<file path="src/sv/psm_pkg.sv">
package psm_pkg;

	// request codes
	localparam logic [2:0] REQ_CREATE   = 3'd0;
	localparam logic [2:0] REQ_DISPATCH = 3'd1;
	localparam logic [2:0] REQ_TICK     = 3'd2;
	localparam logic [2:0] REQ_BLOCK    = 3'd3;
	localparam logic [2:0] REQ_WAKE     = 3'd4;
	localparam logic [2:0] REQ_EXIT     = 3'd5;
	localparam logic [2:0] REQ_KILL     = 3'd6;

	// process states
	localparam logic [2:0] ST_NEW     = 3'd0;
	localparam logic [2:0] ST_READY   = 3'd1;
	localparam logic [2:0] ST_RUNNING = 3'd2;
	localparam logic [2:0] ST_WAITING = 3'd3;
	localparam logic [2:0] ST_TERM    = 3'd4;

	// status codes
	localparam logic [3:0] ERR_OK          = 4'd0;
	localparam logic [3:0] ERR_DUPLICATE   = 4'd1;
	localparam logic [3:0] ERR_CPU_BUSY    = 4'd2;
	localparam logic [3:0] ERR_NONE_READY  = 4'd3;
	localparam logic [3:0] ERR_NONE_RUN    = 4'd4;
	localparam logic [3:0] ERR_NOT_RUNNING = 4'd5;
	localparam logic [3:0] ERR_NOT_WAITING = 4'd6;
	localparam logic [3:0] ERR_NO_SUCH     = 4'd7;
	localparam logic [3:0] ERR_TERMINATED  = 4'd8;
	localparam logic [3:0] ERR_FULL        = 4'd9;

	// kill source codes
	localparam logic [1:0] REM_NONE  = 2'd0;
	localparam logic [1:0] REM_CPU   = 2'd1;
	localparam logic [1:0] REM_READY = 2'd2;
	localparam logic [1:0] REM_WAIT  = 2'd3;

	typedef struct packed {
		logic [2:0]  req_type;
		logic [7:0]  name_key;
		logic [7:0]  priority_req;
		logic [15:0] tick_amount;
	} psm_req_t;

	typedef struct packed {
		logic [3:0]  status;
		logic [7:0]  pid;
		logic [7:0]  affected_name;
		logic [2:0]  old_state;
		logic [2:0]  new_state;
		logic [1:0]  removed_from;
		logic [31:0] prog_counter;
		logic [31:0] cpu_time;
	} psm_res_t;

	// one row of the process table
	typedef struct packed {
		logic [7:0]  name;
		logic [2:0]  state;
		logic [31:0] pc;
		logic [31:0] cpu;
	} psm_entry_t;

	// controller to datapath
	typedef struct packed {
		logic load;       // capture command
		logic scan_clr;   // restart name scan
		logic scan_inc;   // next scan entry
		logic rd_scan;    // read entry at scan index
		logic rd_run;     // read running entry
		logic set_found;  // scanned entry matches
		logic pop;        // read and drop ready queue head
		logic rd_head;    // read entry named by popped head
		logic commit;     // finish command, emit result
	} psm_ctl_t;

	// datapath to controller
	typedef struct packed {
		logic [2:0] req;
		logic       scan_end;
		logic       name_hit;
		logic       running;
		logic       live_zero;
		logic       head_ready;
	} psm_sts_t;

endpackage

</file>
<file path="src/sv/process_state_manager.sv">
// Channel   | Ports               | Transfer
// ----------+---------------------+-------------------------------
// command   | start, busy, cmd    | edge with start high, busy low
// result    | done, result        | edge ending the cycle done high
//
// One command at a time; busy stays high until its result is shown.
// Name lookups for create, wake and kill scan the table one entry at a time,
// each entry read, then its name compared; tick, block and exit read the running one.
// Dispatch pops queue slots until a ready entry turns up; killed ones are skipped.
// arst_n clears counters and the running slot; no clearing pass is needed.
// done is a one-cycle strobe; the receiver cannot stall it.
module process_state_manager #(
	parameter int TABLE_SIZE = 16
) (
	input  logic               clk,
	input  logic               arst_n,
	input  logic               start,
	output logic               busy,
	input  psm_pkg::psm_req_t  cmd,
	output logic               done,
	output psm_pkg::psm_res_t  result
);
	import psm_pkg::*;

	psm_ctl_t ctl;
	psm_sts_t sts;

	psm_ctrl u_ctrl (
		.clk    (clk),
		.arst_n (arst_n),
		.start  (start),
		.busy   (busy),
		.sts    (sts),
		.ctl    (ctl)
	);

	psm_dpath #(
		.TABLE_SIZE (TABLE_SIZE)
	) u_dpath (
		.clk    (clk),
		.arst_n (arst_n),
		.cmd    (cmd),
		.ctl    (ctl),
		.sts    (sts),
		.done   (done),
		.result (result)
	);

endmodule

</file>
<file path="src/sv/psm_ctrl.sv">
module psm_ctrl (
	input  logic               clk,
	input  logic               arst_n,
	input  logic               start,
	output logic               busy,
	input  psm_pkg::psm_sts_t  sts,
	output psm_pkg::psm_ctl_t  ctl
);
	import psm_pkg::*;

	localparam logic [2:0] S_IDLE   = 3'd0;
	localparam logic [2:0] S_DEC    = 3'd1;
	localparam logic [2:0] S_SREQ   = 3'd2;
	localparam logic [2:0] S_SCMP   = 3'd3;
	localparam logic [2:0] S_QRD    = 3'd4;
	localparam logic [2:0] S_QENT   = 3'd5;
	localparam logic [2:0] S_QCHK   = 3'd6;
	localparam logic [2:0] S_COMMIT = 3'd7;

	logic [2:0] state_q, state_d;

	assign busy = (state_q != S_IDLE);

	// next state and commands
	always_comb begin
		state_d = state_q;
		ctl = '0;
		unique case (state_q)
			S_IDLE: begin
				if (start) begin
					ctl.load = 1'b1;
					state_d = S_DEC;
				end
			end
			S_DEC: begin
				case (sts.req) inside
					REQ_CREATE, REQ_WAKE, REQ_KILL: begin
						ctl.scan_clr = 1'b1;
						state_d = S_SREQ;
					end
					REQ_DISPATCH: begin
						state_d = (sts.running || sts.live_zero) ? S_COMMIT : S_QRD;
					end
					REQ_TICK, REQ_BLOCK, REQ_EXIT: begin
						ctl.rd_run = sts.running;
						state_d = S_COMMIT;
					end
					default: state_d = S_COMMIT;
				endcase
			end
			S_SREQ: begin
				if (sts.scan_end) begin
					state_d = S_COMMIT;
				end else begin
					ctl.rd_scan = 1'b1;
					state_d = S_SCMP;
				end
			end
			S_SCMP: begin
				if (sts.name_hit) begin
					ctl.set_found = 1'b1;
					state_d = S_COMMIT;
				end else begin
					ctl.scan_inc = 1'b1;
					state_d = S_SREQ;
				end
			end
			S_QRD: begin
				ctl.pop = 1'b1;
				state_d = S_QENT;
			end
			S_QENT: begin
				ctl.rd_head = 1'b1;
				state_d = S_QCHK;
			end
			// killed entries left in the queue are skipped
			S_QCHK: begin
				state_d = sts.head_ready ? S_COMMIT : S_QRD;
			end
			S_COMMIT: begin
				ctl.commit = 1'b1;
				state_d = S_IDLE;
			end
			default: state_d = S_IDLE;
		endcase
	end

	always_ff @(posedge clk or negedge arst_n) begin
		if (!arst_n) begin
			state_q <= S_IDLE;
		end else begin
			state_q <= state_d;
		end
	end

endmodule

</file>
<file path="src/sv/psm_dpath.sv">
module psm_dpath #(
	parameter int TABLE_SIZE = 16
) (
	input  logic               clk,
	input  logic               arst_n,
	input  psm_pkg::psm_req_t  cmd,
	input  psm_pkg::psm_ctl_t  ctl,
	output psm_pkg::psm_sts_t  sts,
	output logic               done,
	output psm_pkg::psm_res_t  result
);
	import psm_pkg::*;

	localparam int IW = (TABLE_SIZE > 1) ? $clog2(TABLE_SIZE) : 1;
	localparam int CW = $clog2(TABLE_SIZE + 1);
	localparam int PW = CW + 1;

	// storage
	psm_entry_t     ent_mem [TABLE_SIZE];
	logic [IW-1:0]  rq_mem  [TABLE_SIZE];

	psm_req_t       cmd_q;
	psm_entry_t     rd_q;
	logic [IW-1:0]  idx_q;
	logic [IW-1:0]  head_q;
	logic           found_q;
	logic [CW-1:0]  scan_q;
	logic [CW-1:0]  count_q;
	logic [CW-1:0]  live_q;
	logic [IW-1:0]  rq_head_q, rq_tail_q;
	logic           run_q;
	logic [IW-1:0]  run_idx_q;
	logic           done_q;
	psm_res_t       res_q;

	// commit decisions
	psm_res_t       res_d;
	logic           we;
	logic [IW-1:0]  waddr;
	psm_entry_t     wdata;
	logic           push;
	logic [IW-1:0]  push_idx;
	logic           cnt_inc, live_inc, live_dec, run_set, run_clr;
	logic [IW-1:0]  new_idx;
	logic [PW-1:0]  pid_w;
	logic [31:0]    amt32;

	assign new_idx = count_q[IW-1:0];
	assign amt32   = 32'(cmd_q.tick_amount);

	assign sts.req        = cmd_q.req_type;
	assign sts.scan_end   = (scan_q == count_q);
	assign sts.name_hit   = (rd_q.name == cmd_q.name_key);
	assign sts.running    = run_q;
	assign sts.live_zero  = (live_q == '0);
	assign sts.head_ready = (rd_q.state == ST_READY);

	function automatic logic [IW-1:0] wrap_inc(input logic [IW-1:0] p);
		wrap_inc = (p == IW'(TABLE_SIZE - 1)) ? '0 : p + 1'b1;
	endfunction

	// outcome of the command
	always_comb begin
		res_d = '0;
		res_d.affected_name = cmd_q.name_key;
		we = 1'b0;
		waddr = idx_q;
		wdata = rd_q;
		push = 1'b0;
		push_idx = idx_q;
		cnt_inc = 1'b0;
		live_inc = 1'b0;
		live_dec = 1'b0;
		run_set = 1'b0;
		run_clr = 1'b0;
		pid_w = PW'(idx_q) + PW'(1);
		case (cmd_q.req_type) inside
			REQ_CREATE: begin
				if (found_q) begin
					res_d.status = ERR_DUPLICATE;
				end else if (count_q == CW'(TABLE_SIZE)) begin
					res_d.status = ERR_FULL;
				end else begin
					we = 1'b1;
					waddr = new_idx;
					wdata = '{name: cmd_q.name_key, state: ST_READY, pc: '0, cpu: '0};
					push = 1'b1;
					push_idx = new_idx;
					cnt_inc = 1'b1;
					live_inc = 1'b1;
					pid_w = PW'(count_q) + PW'(1);
					res_d.old_state = ST_NEW;
				end
			end
			REQ_DISPATCH: begin
				if (run_q) begin
					res_d.status = ERR_CPU_BUSY;
				end else if (live_q == '0) begin
					res_d.status = ERR_NONE_READY;
				end else begin
					we = 1'b1;
					wdata.state = ST_RUNNING;
					run_set = 1'b1;
					live_dec = 1'b1;
					res_d.old_state = ST_READY;
				end
			end
			REQ_TICK: begin
				if (!run_q) begin
					res_d.status = ERR_NONE_RUN;
				end else begin
					we = 1'b1;
					wdata.pc = rd_q.pc + amt32;
					wdata.cpu = rd_q.cpu + amt32;
					res_d.old_state = ST_RUNNING;
				end
			end
			REQ_BLOCK, REQ_EXIT: begin
				if (!run_q) begin
					res_d.status = ERR_NONE_RUN;
				end else if (rd_q.name != cmd_q.name_key) begin
					res_d.status = ERR_NOT_RUNNING;
				end else begin
					we = 1'b1;
					wdata.state = (cmd_q.req_type == REQ_BLOCK) ? ST_WAITING : ST_TERM;
					run_clr = 1'b1;
					res_d.old_state = ST_RUNNING;
				end
			end
			REQ_WAKE: begin
				if (!found_q || rd_q.state != ST_WAITING) begin
					res_d.status = ERR_NOT_WAITING;
				end else begin
					we = 1'b1;
					wdata.state = ST_READY;
					push = 1'b1;
					live_inc = 1'b1;
					res_d.old_state = ST_WAITING;
				end
			end
			REQ_KILL: begin
				if (!found_q) begin
					res_d.status = ERR_NO_SUCH;
				end else if (rd_q.state == ST_TERM) begin
					res_d.status = ERR_TERMINATED;
				end else begin
					we = 1'b1;
					wdata.state = ST_TERM;
					res_d.old_state = rd_q.state;
					if (run_q && run_idx_q == idx_q) begin
						run_clr = 1'b1;
						res_d.removed_from = REM_CPU;
					end else if (rd_q.state == ST_READY) begin
						// stays in the queue, skipped on dispatch
						live_dec = 1'b1;
						res_d.removed_from = REM_READY;
					end else if (rd_q.state == ST_WAITING) begin
						res_d.removed_from = REM_WAIT;
					end
				end
			end
			default: res_d.status = ERR_NO_SUCH;
		endcase
		if (we) begin
			res_d.pid = 8'(pid_w);
			res_d.affected_name = wdata.name;
			res_d.new_state = wdata.state;
			res_d.prog_counter = wdata.pc;
			res_d.cpu_time = wdata.cpu;
		end
	end

	// table and queue memories
	always_ff @(posedge clk) begin
		if (ctl.commit && we) begin
			ent_mem[waddr] <= wdata;
		end
		if (ctl.rd_scan) begin
			rd_q <= ent_mem[scan_q[IW-1:0]];
		end else if (ctl.rd_run) begin
			rd_q <= ent_mem[run_idx_q];
		end else if (ctl.rd_head) begin
			rd_q <= ent_mem[head_q];
		end
		if (ctl.commit && push) begin
			rq_mem[rq_tail_q] <= push_idx;
		end
		if (ctl.pop) begin
			head_q <= rq_mem[rq_head_q];
		end
	end

	// command and index capture
	always_ff @(posedge clk) begin
		if (ctl.load) begin
			cmd_q <= cmd;
		end
		if (ctl.rd_scan) begin
			idx_q <= scan_q[IW-1:0];
		end else if (ctl.rd_run) begin
			idx_q <= run_idx_q;
		end else if (ctl.rd_head) begin
			idx_q <= head_q;
		end
		res_q <= res_d;
	end

	// control registers
	always_ff @(posedge clk or negedge arst_n) begin
		if (!arst_n) begin
			found_q   <= 1'b0;
			scan_q    <= '0;
			count_q   <= '0;
			live_q    <= '0;
			rq_head_q <= '0;
			rq_tail_q <= '0;
			run_q     <= 1'b0;
			run_idx_q <= '0;
			done_q    <= 1'b0;
		end else begin
			done_q <= ctl.commit;
			if (ctl.load) begin
				found_q <= 1'b0;
			end else if (ctl.set_found) begin
				found_q <= 1'b1;
			end
			if (ctl.scan_clr) begin
				scan_q <= '0;
			end else if (ctl.scan_inc) begin
				scan_q <= scan_q + 1'b1;
			end
			if (ctl.pop) begin
				rq_head_q <= wrap_inc(rq_head_q);
			end
			if (ctl.commit) begin
				if (cnt_inc) begin
					count_q <= count_q + 1'b1;
				end
				if (push) begin
					rq_tail_q <= wrap_inc(rq_tail_q);
				end
				if (live_inc) begin
					live_q <= live_q + 1'b1;
				end else if (live_dec) begin
					live_q <= live_q - 1'b1;
				end
				if (run_set) begin
					run_q <= 1'b1;
					run_idx_q <= idx_q;
				end else if (run_clr) begin
					run_q <= 1'b0;
				end
			end
		end
	end

	assign done   = done_q;
	assign result = res_q;

endmodule

</file>
<file path="config.mk">
export PLATFORM = sky130hd
export DESIGN_NAME = process_state_manager
export DESIGN_NICKNAME = d
export VERILOG_FILES = /design/src/sv/psm_pkg.sv /design/src/sv/process_state_manager.sv /design/src/sv/psm_ctrl.sv /design/src/sv/psm_dpath.sv
export SDC_FILE = /design/constraint.sdc
export NUM_CORES = 2
export LEC_CHECK = 0
export BUFFER_PORTS_ARGS = -buffer_cell sky130_fd_sc_hd__buf_2
export CAP_MARGIN = 15
export CORE_MARGIN = 1.5
export CORE_UTILIZATION = 45
export DETAILED_ROUTE_END_ITERATION = 10
export PLACE_DENSITY = 0.63
export REMOVE_ABC_BUFFERS = 1
export SLEW_MARGIN = 15
export SYNTH_ARGS = -nofsm -noshare
export SYNTH_HDL_FRONTEND = slang
export SYNTH_HIERARCHICAL = 1
export SYNTH_SLANG_ARGS = --single-unit
</file>
<file path="constraint.sdc">
create_clock -name clk -period 16.4 [get_ports clk]
set_clock_uncertainty 0.05 [all_clocks]
set_input_delay 3.28 -clock clk [delete_from_list [all_inputs] [get_ports clk]]
set_output_delay 3.28 -clock clk [all_outputs]
set_load 0.005 [all_outputs]
</file>
==> impl_metrics.csv <==
group,metric,value,unit
logic_synthesis,synthArstFlopShare,0.0220,
clock_network,cts-root-buf,"clkbuf_16",
die,die_area,177000,µm²
placed_design,hpwl,124,mm
cells_and_area,num-nets-final,4300,
sta,holdWs,0.435,ns
clock_network,clock_latency,0.84,ns
hold_path,min_path_type,"reg -> reg",
run,cap_violations,0,
logic_synthesis,synth-edff-count,1374,
worst_setup_path,cp_data_required_time,16.80,ns
clock_network,clk_pin_slew,0.06,ns
logic_synthesis,synth_flop_cell,"edfxtp_1",
clock_network,clockBufferDepth,3,
sta,grt_setup_unrepaired,"false",
cells_and_area,drive_gt1_frac,0.399,
die,std_cell_rows,152,
worst_setup_path,crit_fanout,32,
clock_network,cts_setup_buffers,0,
clock_network,cts_resized,0,
worst_setup_path,worst-path-buf-inv,3,
die,initial_utilization,0.455,
sta,fin_crit,5.64,ns
die,fp.dieH,420,µm
clock_network,cts_max_level,4,
route,first_pass_iters,5,
worst_setup_path,crit_cells,10,
placed_design,numPortBuffers,121,
route,vias_per_cell,6.73,
clock_network,hold_buffers,0,
outcome,status,"finished clean",
power_and_ir_drop,vdd_ir_drop_max,0.162,mV
logic_synthesis,ys_warn_count,6,
worst_setup_path,path_class,"reg -> reg",
power_and_ir_drop,p_leak,0.0271,µW
clock_network,cts_sinks,1497,
sta,relSlewSlack,0.212,
sta,setup_viol,0,
route,vias,44900,
grt,grt_max_degree,159,
clock_network,cts_tree,"yes",
sta,final.period_utilization,0.344,
logic_synthesis,synthTopCellsByArea,"edfxtp_1 53%, mux4_2 33%, dfxtp_1 2.3%",
logic_synthesis,netlist_area,78400,µm²
logic_synthesis,synth_top_area_cell,"edfxtp_1",
route,finalWirelength,224,mm
logic_synthesis,synth.avg_cell_area,18.9,µm²
worst_setup_path,worst_path_most_repeated_cell,"buf_4",
route,ant_nets,0,
route,drt_iter0_markers,5189,
worst_setup_path,cpPeakStageDelay,0.82,ns
cells_and_area,multi_input_area,33200,µm²
route,drt-wirelength-per-cell,33.6,µm
cells_and_area,n_fill_cell,13800,
logic_synthesis,yosysSeqAreaShare,0.560,
logic_synthesis,netlist_instances,4156,
logic_synthesis,synth.top_cell.area_share,0.526,
sta,worst_pin_slew,1.18,ns
sta,hold_viol_final,0,
worst_setup_path,critPathArrivalTime,6.04,ns
sta,slew_viol_final,0,
grt,grt_remaining_overflow,0,
worst_setup_path,cp-start-kind,"flop",
logic_synthesis,yosys.cell_count.top_type,"edfxtp_1",
worst_setup_path,slowest_stage,"nor2_4",
power_and_ir_drop,power,15200,µW
sta,max_freq,0.177,GHz
worst_setup_path,worst-r2r-cell-count,10,
grt,grt_pass1_wl,325,mm
logic_synthesis,yosys_register_bits,1497,
power_and_ir_drop,cellPowerDensity,174,nW/µm²
grt,antenna_found_initial,4,
worst_setup_path,critical-path-top-delay-family,"simple AND/OR/NAND/NOR gates",
hold_path,hold-path-cell-count,1,
clock_network,numCtsBuffers,168,
die,core,172000,µm²
cells_and_area,regArea,43900,µm²
grt,grt_pass1_vias,45300,
logic_synthesis,synth_common_cells,"1374 x edfxtp_1, 1145 x mux4_2, 271 x nand2_1",
die,die_w,420,µm
route,post-route-drc-count,0,
grt,track_usage,0.258,
die,io_pins,132,
worst_setup_path,end_kind,"flop",
logic_synthesis,synth_cell_types,82,
placed_design,place_congestion,0.835,
worst_setup_path,cp_cell_sequence,"xor2_1 > nor3b_1 > and4bb_2 > a21oi_1 > a221oi_4 > buf_4 > nand3_1 > nor2_4 > buf_4 > buf_4",
cells_and_area,area_growth,11.4,%
## state kept, by name, summed over array words and instances, names as in the netlist, 4 cells and up
signal             count
u_dpath/rq_mem        64
u_dpath/rq_head_q      4
u_dpath/scan_q         5
u_dpath/result        90
u_dpath/rd_q          75
u_dpath/rq_tail_q      4
u_dpath/ent_mem     1200
u_dpath/live_q         5
u_dpath/idx_q          4
u_dpath/run_idx_q      4
u_dpath/cmd_q          8
u_dpath/count_q        5
u_dpath/amt32         16
u_dpath/head_q         4
## power by group
part / internal [µW] / switching (µW)
clock network: 2240 / 1590
logic: 2750 / 3100
registers: 5030 / 477
## stage by stage
stage          cell area, µm²  TNS, ns  instances  utilization  setup slack (ns)
6_report                87400        0       6666        0.507             10.76
5_1_grt                 87400        0       6665        0.507             10.59
4_1_cts                 87300        0       6663        0.507             10.70
3_5_place_dp            81700        0       6353        0.474             10.74
3_3_place_gp            81700        0       6353        0.474             10.80
2_1_floorplan           76900  -754.07       3797            -             -5.69
## cells in the final DEF, fill, tap and decap left out, types with 8 or more instances in the layout
cell type     n
clkbuf_16   174
a31oi_1      14
a21o_1       17
o211ai_1     11
xnor2_1      33
nand3_1      40
dfxtp_1      90
mux2i_2      11
mux2_2       10
clkinv_2     35
o21ai_0      49
inv_1        21
buf_12        9
and3_1        8
bufinv_16    14
edfxtp_1   1374
a21oi_1      73
and2_1       60
nand4_1      21
nor3_1       25
mux2i_1     100
clkbuf_8     14
buf_2       121
buf_4       117
xor2_1       25
clkbuf_1     31
nor2_4       19
nor3b_1      10
nor2_1       72
dfrtp_4       8
ha_1         44
nand2_1     271
dfrtp_1      25
o21ai_1      81
mux4_2     1145
clkinv_1     18
o21a_1       12
## final cells by class
type | count | share of cell area
antenna | 1 | 0.0000286
clock buffer | 219 | 0.0534
timing repair buffer | 248 | 0.0191
multi-input combinational | 2279 | 0.380
tap | 2310 | 0.0331
sequential | 1497 | 0.503
clock inverter | 91 | 0.0110
inverter | 21 | 0.000902
## routing by layer
layer | vias up | share of wire | track usage
li1 | 18100 | - | -
met1 | 24100 | 0.40 | 0.362
met2 | 2336 | 0.48 | 0.408
met3 | 381 | 0.090 | 0.0487
met4 | 0 | 0.030 | 0.0842
met5 | - | 0 | 0
## worst paths after layout
kind | start | end | slack (ns)
setup / recovery | u_dpath/cmd_q[26] | u_dpath/ent_mem[9][57] | 10.76
hold / removal | u_dpath/live_q[4] | u_dpath/live_q[4] | 0.43
setup reg to reg | u_dpath/cmd_q[26] | u_dpath/ent_mem[9][57] | 10.76
hold reg to reg | u_dpath/live_q[4] | u_dpath/live_q[4] | 0.43
max in group asynchronous | arst_n | u_dpath/run_idx_q[3] | 13.20
min in group asynchronous | arst_n | u_dpath/rq_head_q[0] | 2.49
## logic make-up (layout without fill, tap and decap cells)
group,count (synthesis),after routing,share of synthesized area
AOI/OAI and AO/OA,321,321,0.0249
xor gates and xnor gates,58,58,0.00648
adders and majority gates,47,47,0.00779
buffers and inverters,381,579,0.0206
DFF,1497,1497,0.560
muxes,1266,1266,0.345
other,1,3,0.0000478
and+or+nand+nor,585,585,0.0357
No activity file was read; power rests on OpenSTA's default activity.
